## config.mk

```make
export PLATFORM = sky130hd
export DESIGN_NAME = gcd_with_step_count
export DESIGN_NICKNAME = d
export VERILOG_FILES = /design/src/gcdsc_pkg.sv /design/src/gcd_with_step_count.sv /design/src/gcdsc_ctrl.sv /design/src/gcdsc_datapath.sv
export SDC_FILE = /design/constraint.sdc
export NUM_CORES = 1
export LEC_CHECK = 0
export ABC_AREA = 1
export BUFFER_PORTS_ARGS = -buffer_cell sky130_fd_sc_hd__buf_2
export CORE_MARGIN = 8
export CORE_UTILIZATION = 45
export DETAILED_ROUTE_END_ITERATION = 16
export PLACE_DENSITY = 0.7
export SETUP_SLACK_MARGIN = 0.5
export SLEW_MARGIN = 5
export SYNTH_ARGS = -nofsm -noshare
export SYNTH_HDL_FRONTEND = slang
export SYNTH_HIERARCHICAL = 1
export SYNTH_SLANG_ARGS = --single-unit
```

## constraint.sdc

```tcl
create_clock -name aclk -period 4.4 [get_ports aclk]
set_input_delay 0.88 -clock aclk [delete_from_list [all_inputs] [get_ports aclk]]
set_output_delay 0.88 -clock aclk [all_outputs]
set_load 0.005 [all_outputs]
```

## src/gcdsc_pkg.sv

```systemverilog
// Shared types and constants for the gcd_with_step_count block.
// Used by gcdsc_ctrl, gcdsc_datapath and the top level; no dependencies.
package gcdsc_pkg;

    localparam int WIDTH_DEFAULT = 32;
    localparam int STEP_W        = 6;
    localparam logic [STEP_W-1:0] STEP_MAX = '1;

    // Controller to datapath
    typedef struct packed {
        logic load;       // take operand magnitudes, larger first
        logic start_div;  // begin a remainder of larger by smaller
        logic shift;      // one restoring remainder bit
        logic update;     // larger <= smaller, smaller <= remainder, count up
        logic capture;    // move the result into the output register
    } cmd_t;

    // Datapath to controller
    typedef struct packed {
        logic smaller_zero;
        logic bit_last;
    } status_t;

endpackage

```

## src/gcd_with_step_count.sv

```systemverilog
// Greatest common divisor of two signed operands' magnitudes, with the count
// of Euclid modulo steps taken.
//
// Input channel s_: s_valid/s_ready carry one beat holding s_first_value and
// s_second_value (two's complement). Result channel m_: m_valid/m_ready carry
// m_divisor (unsigned) and m_step_count (saturates at 63).
// One item is worked at a time; s_ready is high only while the loop is idle.
// Each modulo step is one check state, a shift state per bit of WIDTH in the
// one-bit-per-cycle restoring remainder unit and one update state, and a last
// check state captures the result once the output register is free. The loop
// is idle again as m_valid rises, so the next beat can be accepted from then
// on. At WIDTH 32 at most 44 steps occur (consecutive Fibonacci operands).
// The result sits in an output register, so a new beat is accepted while an
// earlier result waits for m_ready; a finished result then holds in the loop
// until the output register frees up.
// Reset (aresetn, synchronous, active low) returns the block to idle and
// drops any pending result.
module gcd_with_step_count #(
    parameter int WIDTH = gcdsc_pkg::WIDTH_DEFAULT
) (
    input  logic                           aclk,
    input  logic                           aresetn,
    input  logic                           s_valid,
    output logic                           s_ready,
    input  logic signed [WIDTH-1:0]        s_first_value,
    input  logic signed [WIDTH-1:0]        s_second_value,
    output logic                           m_valid,
    input  logic                           m_ready,
    output logic        [WIDTH-1:0]        m_divisor,
    output logic [gcdsc_pkg::STEP_W-1:0]   m_step_count
);

    gcdsc_pkg::cmd_t    cmd;
    gcdsc_pkg::status_t status;

    gcdsc_ctrl u_ctrl (
        .aclk    (aclk),
        .aresetn (aresetn),
        .s_valid (s_valid),
        .s_ready (s_ready),
        .m_valid (m_valid),
        .m_ready (m_ready),
        .cmd     (cmd),
        .status  (status)
    );

    gcdsc_datapath #(
        .WIDTH (WIDTH)
    ) u_datapath (
        .aclk           (aclk),
        .aresetn        (aresetn),
        .s_first_value  (s_first_value),
        .s_second_value (s_second_value),
        .m_divisor      (m_divisor),
        .m_step_count   (m_step_count),
        .cmd            (cmd),
        .status         (status)
    );

endmodule

```

## src/gcdsc_ctrl.sv

```systemverilog
// Sequencer for the Euclid loop: load, remainder iterations, update, output.
// Depends on gcdsc_pkg for the command and status structs.
module gcdsc_ctrl (
    input  logic              aclk,
    input  logic              aresetn,
    input  logic              s_valid,
    output logic              s_ready,
    output logic              m_valid,
    input  logic              m_ready,
    output gcdsc_pkg::cmd_t   cmd,
    input  gcdsc_pkg::status_t status
);

    localparam logic [2:0] ST_IDLE   = 3'd0;
    localparam logic [2:0] ST_CHECK  = 3'd1;
    localparam logic [2:0] ST_DIV    = 3'd2;
    localparam logic [2:0] ST_UPDATE = 3'd3;

    logic [2:0] state_reg, state_next;
    logic       m_valid_reg, m_valid_next;
    logic       out_free;

    assign out_free = !m_valid_reg || m_ready;
    assign s_ready  = (state_reg == ST_IDLE);
    assign m_valid  = m_valid_reg;

    always_comb begin
        state_next    = state_reg;
        m_valid_next  = m_valid_reg && !m_ready;
        cmd           = '0;
        case (state_reg)
            ST_IDLE: begin
                if (s_valid) begin
                    cmd.load   = 1'b1;
                    state_next = ST_CHECK;
                end
            end
            ST_CHECK: begin
                if (status.smaller_zero) begin
                    // hold until the output register can take the beat
                    if (out_free) begin
                        cmd.capture  = 1'b1;
                        m_valid_next = 1'b1;
                        state_next   = ST_IDLE;
                    end
                end else begin
                    cmd.start_div = 1'b1;
                    state_next    = ST_DIV;
                end
            end
            ST_DIV: begin
                cmd.shift = 1'b1;
                if (status.bit_last) begin
                    state_next = ST_UPDATE;
                end
            end
            ST_UPDATE: begin
                cmd.update = 1'b1;
                state_next = ST_CHECK;
            end
            default: begin
                state_next = ST_IDLE;
            end
        endcase
    end

    always_ff @(posedge aclk) begin
        if (!aresetn) begin
            state_reg   <= ST_IDLE;
            m_valid_reg <= 1'b0;
        end else begin
            state_reg   <= state_next;
            m_valid_reg <= m_valid_next;
        end
    end

endmodule

```

## src/gcdsc_datapath.sv

```systemverilog
// Working registers, one-bit-per-cycle restoring remainder unit, step counter
// and output register. Depends on gcdsc_pkg.
module gcdsc_datapath #(
    parameter int WIDTH = gcdsc_pkg::WIDTH_DEFAULT
) (
    input  logic                           aclk,
    input  logic                           aresetn,
    input  logic signed [WIDTH-1:0]        s_first_value,
    input  logic signed [WIDTH-1:0]        s_second_value,
    output logic        [WIDTH-1:0]        m_divisor,
    output logic [gcdsc_pkg::STEP_W-1:0]   m_step_count,
    input  gcdsc_pkg::cmd_t                cmd,
    output gcdsc_pkg::status_t             status
);

    localparam int CNT_W = (WIDTH > 1) ? $clog2(WIDTH) : 1;

    logic [WIDTH-1:0]             larger_reg, smaller_reg;
    logic [WIDTH-1:0]             rem_reg, dvd_reg;
    logic [CNT_W-1:0]             bit_cnt_reg;
    logic [gcdsc_pkg::STEP_W-1:0] steps_reg;
    logic [WIDTH-1:0]             divisor_reg;
    logic [gcdsc_pkg::STEP_W-1:0] count_out_reg;

    logic [WIDTH-1:0] mag_a, mag_b;
    logic [WIDTH:0]   shifted, trial;
    logic [WIDTH-1:0] rem_next;

    // the most negative value maps to 2^(WIDTH-1) as an unsigned magnitude
    assign mag_a = s_first_value[WIDTH-1]  ? WIDTH'(0) - WIDTH'(s_first_value)
                                           : WIDTH'(s_first_value);
    assign mag_b = s_second_value[WIDTH-1] ? WIDTH'(0) - WIDTH'(s_second_value)
                                           : WIDTH'(s_second_value);

    assign shifted  = {rem_reg, dvd_reg[WIDTH-1]};
    assign trial    = shifted - {1'b0, smaller_reg};
    // keep the shifted value on borrow, else the difference
    assign rem_next = trial[WIDTH] ? shifted[WIDTH-1:0] : trial[WIDTH-1:0];

    assign status.smaller_zero = (smaller_reg == '0);
    assign status.bit_last     = (bit_cnt_reg == '0);

    assign m_divisor    = divisor_reg;
    assign m_step_count = count_out_reg;

    always_ff @(posedge aclk) begin
        if (cmd.load) begin
            if (mag_a >= mag_b) begin
                larger_reg  <= mag_a;
                smaller_reg <= mag_b;
            end else begin
                larger_reg  <= mag_b;
                smaller_reg <= mag_a;
            end
        end else if (cmd.update) begin
            larger_reg  <= smaller_reg;
            smaller_reg <= rem_reg;
        end

        if (cmd.start_div) begin
            rem_reg     <= '0;
            dvd_reg     <= larger_reg;
            bit_cnt_reg <= CNT_W'(WIDTH - 1);
        end else if (cmd.shift) begin
            rem_reg     <= rem_next;
            dvd_reg     <= {dvd_reg[WIDTH-2:0], 1'b0};
            bit_cnt_reg <= bit_cnt_reg - 1'b1;
        end

        if (cmd.capture) begin
            divisor_reg   <= larger_reg;
            count_out_reg <= steps_reg;
        end
    end

    // step counter saturates at its top code
    always_ff @(posedge aclk) begin
        if (!aresetn) begin
            steps_reg <= '0;
        end else if (cmd.load) begin
            steps_reg <= '0;
        end else if (cmd.update && steps_reg != gcdsc_pkg::STEP_MAX) begin
            steps_reg <= steps_reg + 1'b1;
        end
    end

endmodule

```

# --- Word level (Yosys, flattened, before mapping) ---
# Index checks and enable logic that the tools add are counted.
classes:
  n_eq_ne: 7
  order_cmp: 1
  add_sub_neg: 5
  bitwise: 1
  n_reduce_logical: 12
  muxes: 28
ops:
  columns: ["operator", "n"]
  rows:
  - ["32-bit two-way mux", 11]
  - ["1-bit by 32-bit subtractor with 32-bit output, first input constant", 2]
  - ["33-bit by 32-bit subtractor with 33-bit output", 1]
  - ["32-bit >= comparator", 1]
  - ["32-bit zero test", 1]
  - ["1-bit two-way mux", 12]
  - ["3-bit two-way mux", 4]
  - ["3-bit case mux with 4 select lines", 1]
  - ["6-bit by 1-bit adder with 6-bit output, second input constant", 1]
  - ["3-bit by 2-bit == test with 1-bit output, second input constant", 2]
  - ["6-bit != test, second input constant", 1]
  - ["5-bit zero test", 1]
  - ["5-bit by 1-bit subtractor with 5-bit output, second input constant", 1]
  - ["2-bit != test, second input constant", 2]
  - ["2-bit nonzero test", 2]
  - ["3-bit by 1-bit == test with 1-bit output, second input constant", 1]
  - ["3-bit zero test", 1]
  - ["3-bit by 2-bit != test with 1-bit output, second input constant", 1]
  - ["3-bit AND reduction", 1]
  - ["1-bit logical AND", 2]
  - ["1-bit zero test", 2]
  - ["2-bit OR reduction", 1]
  - ["1-bit logical OR", 1]
  - ["1-bit inverter", 1]
totals:
  reg_bits: 181
  output_inout_bits: 40
  in_bits: 68

# --- Longest topological paths before layout ---
logic_depth:
  word_depth: 5
  ltp_mapped: 25
  mapped_depth_nobuf: 24

# --- Hierarchy ---
# Netlist, hierarchy kept.
by_module_without_submodules:
  columns: ["mod", "cells_each", "seq_area_each_um2", "area_per_inst_um2", "instances"]
  rows:
  - ["gcdsc_datapath", 2094, 4884.7, 13887.1, 1]
  - ["gcdsc_ctrl", 29, 60.1, 171.4, 1]

# --- Least setup slack after synthesis ---
# Ideal clock, no wire load.
synth_timing:
  path_kind: "input-to-reg"
  startpoint: "in s_second_value[0]"
  endpoint: "reg u_datapath.larger_reg[1] (data pin)"
  arrival_ns: 3.324
  cell_stages: 22
  n_path_buf: 1
  setup_slack_ns: 0.823
  t_required_ns: 4.146
  path_cell_list: "inv_1 > ha_1 > nand2_1 > nor2_1 > inv_1 > nor2_2 > nand2_1 > or2_1 > nand3_1 > nand2_1 > ha_1 > nand2_1 > o21ai_0 > nand2_1 > a21oi_1 > nor2_1 > nand2_1 > nor2_2 > buf_2 > nand2_1 > nand3_1 > nand2_1"
synth_between:
  elab_chain_len: 5
synth_lines:
  columns: ["item", "line", "rtl"]
  rows:
  - ["start: declaration", "gcd_with_step_count.sv:26", "input logic signed [WIDTH-1:0] s_second_value,"]
  - ["1-bit by 32-bit subtractor with 32-bit output", "gcdsc_datapath.sv:32", "assign mag_b = s_second_value[WIDTH-1] ? WIDTH'(0) - WIDTH'(s_second_value)"]
  - ["32-bit two-way mux (*)", "gcdsc_datapath.sv:32", null]
  - ["32-bit >= comparator", "gcdsc_datapath.sv:48", "if (mag_a >= mag_b) begin"]
  - ["32-bit two-way mux (*)", "gcdsc_datapath.sv:48", null]
  - ["32-bit two-way mux (*)", "gcdsc_datapath.sv:47", "if (cmd.load) begin"]
  - ["end signal: assignment", "gcdsc_datapath.sv:49", "larger_reg <= mag_a;"]
  - ["end signal: assignment", "gcdsc_datapath.sv:52", "larger_reg <= mag_b;"]
  - ["end signal: assignment", "gcdsc_datapath.sv:56", "larger_reg <= smaller_reg;"]
  - ["end: declaration", "gcdsc_datapath.sv:18", "logic [WIDTH-1:0] larger_reg, smaller_reg;"]
# Every way passes the cells marked *; elsewhere a longest branch is shown, timed or not.
# A chain may end at the register's enable or synchronous reset.

# --- Worst setup path in the final report ---
layout_timing:
  startpoint: "in s_second_value[0]"
  endpoint: "reg u_datapath.larger_reg[16] (data pin)"
# The elaborated chain is that of the path after synthesis.

==> impl_results.html <==
<table>
<tr><th>Metric</th><th>Value</th></tr>
<tr><th colspan="2">Placement</th></tr>
<tr><td>Worst slack, placed</td><td>approximately 0.17 ns</td></tr>
<tr><td>Input/output buffers</td><td>107</td></tr>
<tr><td>Final estimated routing congestion in global placement</td><td>0.913</td></tr>
<tr><td>DP HPWL</td><td>32800 um</td></tr>
<tr><th colspan="2">Logic synthesis</th></tr>
<tr><td>Main combinational cell family by area after synthesis</td><td>simple AND/OR/NAND/NOR gates</td></tr>
<tr><td>Distinct cell type count of the synthesized netlist</td><td>between 40 and 50</td></tr>
<tr><td>Portion of the post-synthesis area used by sequential elements</td><td>between 30% and 40%</td></tr>
<tr><td>Async set-reset flop share out of synthesis</td><td>0%</td></tr>
<tr><td>Post-synthesis simple-gate area fraction</td><td>40.7%</td></tr>
<tr><td>Synth warn</td><td>6</td></tr>
<tr><td>Net count of the mapped netlist</td><td>2260</td></tr>
<tr><td>Area fraction in compound gates after synthesis</td><td>3.33%</td></tr>
<tr><td>Number of register bits inferred by synthesis</td><td>180</td></tr>
<tr><td>Post-synth top area share</td><td>28.6%</td></tr>
<tr><td>Post-synthesis average cell area</td><td>~6.6 sq um</td></tr>
<tr><td>Xor and xnor fraction of the mapped netlist area</td><td>under 10%</td></tr>
<tr><td>Top flip-flop cell by instance count after synthesis</td><td>edfxtp_1</td></tr>
<tr><td>Number of enable flip-flop cells after synthesis</td><td>roughly 130</td></tr>
<tr><td>Number of instances in the synthesized netlist</td><td>roughly 2100</td></tr>
<tr><td>Leading post-synthesis cells by cell area</td><td>edfxtp_1 29%, nand2_1 23%, inv_1 9.2%</td></tr>
<tr><td>Dominant cell type by area after synthesis</td><td>edfxtp_1</td></tr>
<tr><td>Summed instance area of the synthesized netlist</td><td>14100 sq um</td></tr>
<tr><td>Post-synthesis adder-cell area fraction</td><td>6.19%</td></tr>
<tr><td>Share of cell area taken by muxes after synthesis</td><td>0%</td></tr>
<tr><th colspan="2">Global route</th></tr>
<tr><td>Wire length of the first global-routing pass</td><td>about 65000 um</td></tr>
<tr><td>Sum of overflow across all layers after global routing</td><td>0</td></tr>
<tr><td>Largest net degree at the start of global routing</td><td>65</td></tr>
<tr><td>Tot GR Track Use</td><td>22.0%</td></tr>
<tr><td>Initial antenna violation count</td><td>0</td></tr>
<tr><td>Vias in the first global route</td><td>about 13000</td></tr>
<tr><th colspan="2">Timing</th></tr>
<tr><td>Highest achievable clock rate</td><td>261 MHz</td></tr>
<tr><td>Summed negative setup slack over all endpoints</td><td>0 ns</td></tr>
<tr><td>Setup repair after global routing missed its margin</td><td>no</td></tr>
<tr><td>Final setup violation count</td><td>0</td></tr>
<tr><td>Final worst path period need</td><td>3.83 ns</td></tr>
<tr><td>Actual slew at the worst max-slew pin</td><td>1.15 ns</td></tr>
<tr><td>Final hold viol count</td><td>0</td></tr>
<tr><td>Least setup slack across all paths after layout</td><td>0.566 ns</td></tr>
<tr><td>Period utilisation layout</td><td>approximately 87%</td></tr>
<tr><td>Setup skew after layout</td><td>0.0188 ns</td></tr>
<tr><td>Final slew viol count</td><td>0</td></tr>
<tr><td>Max_slew headroom</td><td>23.2%</td></tr>
<tr><th colspan="2">Drt</th></tr>
<tr><td>Vias post-DR</td><td>approximately 14000</td></tr>
<tr><td>Wire length on met3</td><td>2760 um</td></tr>
<tr><td>Detailed-routing iteration count for the pre-antenna-repair pass</td><td>6</td></tr>
<tr><td>Highest metal layer used by the detailed router</td><td>met4</td></tr>
<tr><td>Number of design-rule violations left by the first detailed-router iteration</td><td>1221</td></tr>
<tr><td>Wirelength per Cell</td><td>roughly 16 um</td></tr>
<tr><td>Total wire length</td><td>about 42000 um</td></tr>
<tr><td>Met2 wirelength from detailed routing</td><td>19600 um</td></tr>
<tr><td>Number of nets still failing antenna checks after routing</td><td>0</td></tr>
<tr><td>Post-route met1 wirelength</td><td>18800 um</td></tr>
<tr><td>DRC violations left</td><td>0</td></tr>
<tr><td>Mean number of vias per cell</td><td>5.14</td></tr>
<tr><th colspan="2">Critical path</th></tr>
<tr><td>WP data arrival</td><td>4.00 ns</td></tr>
<tr><td>Critical Path End Type</td><td>register</td></tr>
<tr><td>Critical Path RT</td><td>4.57 ns</td></tr>
<tr><td>Largest fanout on the critical path</td><td>6</td></tr>
<tr><td>Worst Setup Start Kind</td><td>input port</td></tr>
<tr><td>Worst setup path category</td><td>input port to register</td></tr>
<tr><td>FF-to-FF path depth</td><td>9</td></tr>
<tr><th colspan="2">Die</th></tr>
<tr><td>Area inside the core boundary</td><td>roughly 30000 sq um</td></tr>
<tr><td>Number of top-level pins</td><td>108</td></tr>
<tr><td>Initial core utilization</td><td>45.8%</td></tr>
<tr><td>DIE WIDTH</td><td>193 um</td></tr>
<tr><td>Num rows</td><td>64</td></tr>
<tr><td>Die extent in y</td><td>between 150 and 200 um</td></tr>
<tr><td>Die area</td><td>37200 sq um</td></tr>
<tr><th colspan="2">Clock network</th></tr>
<tr><td>Sink Count</td><td>180</td></tr>
<tr><td>Clock-pin slew on the worst setup and hold paths</td><td>0.08 ns</td></tr>
<tr><td>CTS tree</td><td>built</td></tr>
<tr><td>H-tree depth</td><td>4</td></tr>
<tr><td>Post-cts hold buffer count</td><td>0</td></tr>
<tr><td>Clock buffers created by TritonCTS</td><td>17</td></tr>
<tr><td>Source-to-sink clock delay at the later pin of the worst-skew pair</td><td>0.43 ns</td></tr>
<tr><td>Maximum clock path buffer count</td><td>2</td></tr>
<tr><td>Clock Tree Root</td><td>clkbuf_16</td></tr>
<tr><th colspan="2">Run status</th></tr>
<tr><td>Result of the run</td><td>finished clean</td></tr>
<tr><th colspan="2">Power</th></tr>
<tr><td>Leakage dissipation</td><td>8.39 nW</td></tr>
<tr><td>Maximum ir drop on the vdd rail</td><td>approximately 0.00034 V</td></tr>
<tr><td>Power density over cell area</td><td>574 nW/um^2</td></tr>
<tr><th colspan="2">Finish</th></tr>
<tr><td>Most common library cell in the layout ignoring fill and taps</td><td>nand2_1</td></tr>
<tr><td>NumNets Final</td><td>between 2000 and 2500</td></tr>
<tr><td>P&amp;R area growth vs syn</td><td>14.8%</td></tr>
<tr><td>Share of post-route cells with drive strength above 1</td><td>13.4%</td></tr>
<tr><td>Highest-count cells in the layout ignoring fill and taps</td><td>869 x nand2_1, 340 x inv_1, 167 x nand3_1, 140 x nor2_1, 134 x edfxtp_1</td></tr>
<tr><th colspan="2">Job</th></tr>
<tr><td>Number of max-capacitance violations reported</td><td>0</td></tr>
<tr><th colspan="2">Hold path</th></tr>
<tr><td>Min-Delay Path Class</td><td>register to register</td></tr>
<tr><td>Hold Path Cell Cnt</td><td>0</td></tr>
</table>
power breakdown:
group	internal [mW]	switching (mW)
Clock	0.821	0.737
Sequential	2.37	0.411
Combinational	1.65	3.27
Total	4.84	4.42
final timing paths:
check	start	end	slack [ns]
setup / recovery	s_second_value[0]	u_datapath/larger_reg[16]	0.57
hold / removal	u_datapath/larger_reg[6]	u_datapath/m_divisor[6]	0.44
setup reg to reg	u_datapath/smaller_reg[29]	u_datapath/dvd_reg[11]	1.43
hold reg to reg	u_datapath/larger_reg[6]	u_datapath/m_divisor[6]	0.44
cells by family after synthesis:
group / after synthesis
simple gates: 1331
buf+inv: 406
flops: 180
compound gates: 85
fa+ha+maj: 69
xor+xnor: 52
final cells by class:
class / instances / area [sq um]
well taps: 396 / 495
repair buffers: 153 / 1060
multi-input cells: 1538 / 7690
flip-flops and latches: 180 / 4940
diodes: 2 / 5.00
clock buffers: 18 / 429
inverters: 353 / 1330
fillers: 3010 / 14500
clock inverters: 14 / 184
metal layers:
layer / track usage (%) / vias up
li1: - / 6845
met1: 29.3 / 6235
met2: 37.0 / 487
met3: 2.55 / 70
met4: 6.87 / 0
met5: 0 / -
worst max-delay path: stages:
cell and delay [ns]:
buf_2 0.12, inv_4 0.09, ha_1 0.17, nand2_1 0.11, nor2_2 0.12, inv_1 0.08
nor2_4 0.14, nand2_1 0.06, nand2_1 0.08, xor2_1 0.24, inv_1 0.10, ha_1 0.28
nand2_1 0.06, nor2_2 0.10, nand2_1 0.10, nor4_2 0.32, buf_4 0.18, nand2_4 0.07
nand3_4 0.23, clkbuf_16 0.20, nand2_1 0.05, nand3_1 0.09, nand2_1 0.11
metrics by stage:
stage,cells,hold slack [ns],utilization [%],instance area (sq um),power [mW]
after global placement,2600,0.439,49.3,15100,7.48
after global routing,2652,0.450,52.6,16100,10.0
after CTS,2632,0.444,51.3,15700,9.16
final,2654,0.441,52.6,16100,9.26
after floorplan,2123,0.426,-,14100,6.47
after detailed placement,2600,0.433,49.3,15100,7.58
synthesized netlist by cell type, types with 21 or more instances:
cell / n
nand4_1: 25
xor2_1: 35
ha_1: 68
nand3_1: 168
clkbuf_1: 26
edfxtp_1: 134
inv_1: 345
nand2_1: 875
nor2_1: 156
dfxtp_1: 46
nand2_2: 21
o21ai_0: 22
a21oi_1: 45
repair_timing:
item	in CTS	in global routing
buffers inserted	0	9
hold endpoints to repair	0	0
gates resized for setup	0	40
endpoints found under the setup margin	0	64
No activity file was read; power rests on OpenSTA's default activity.
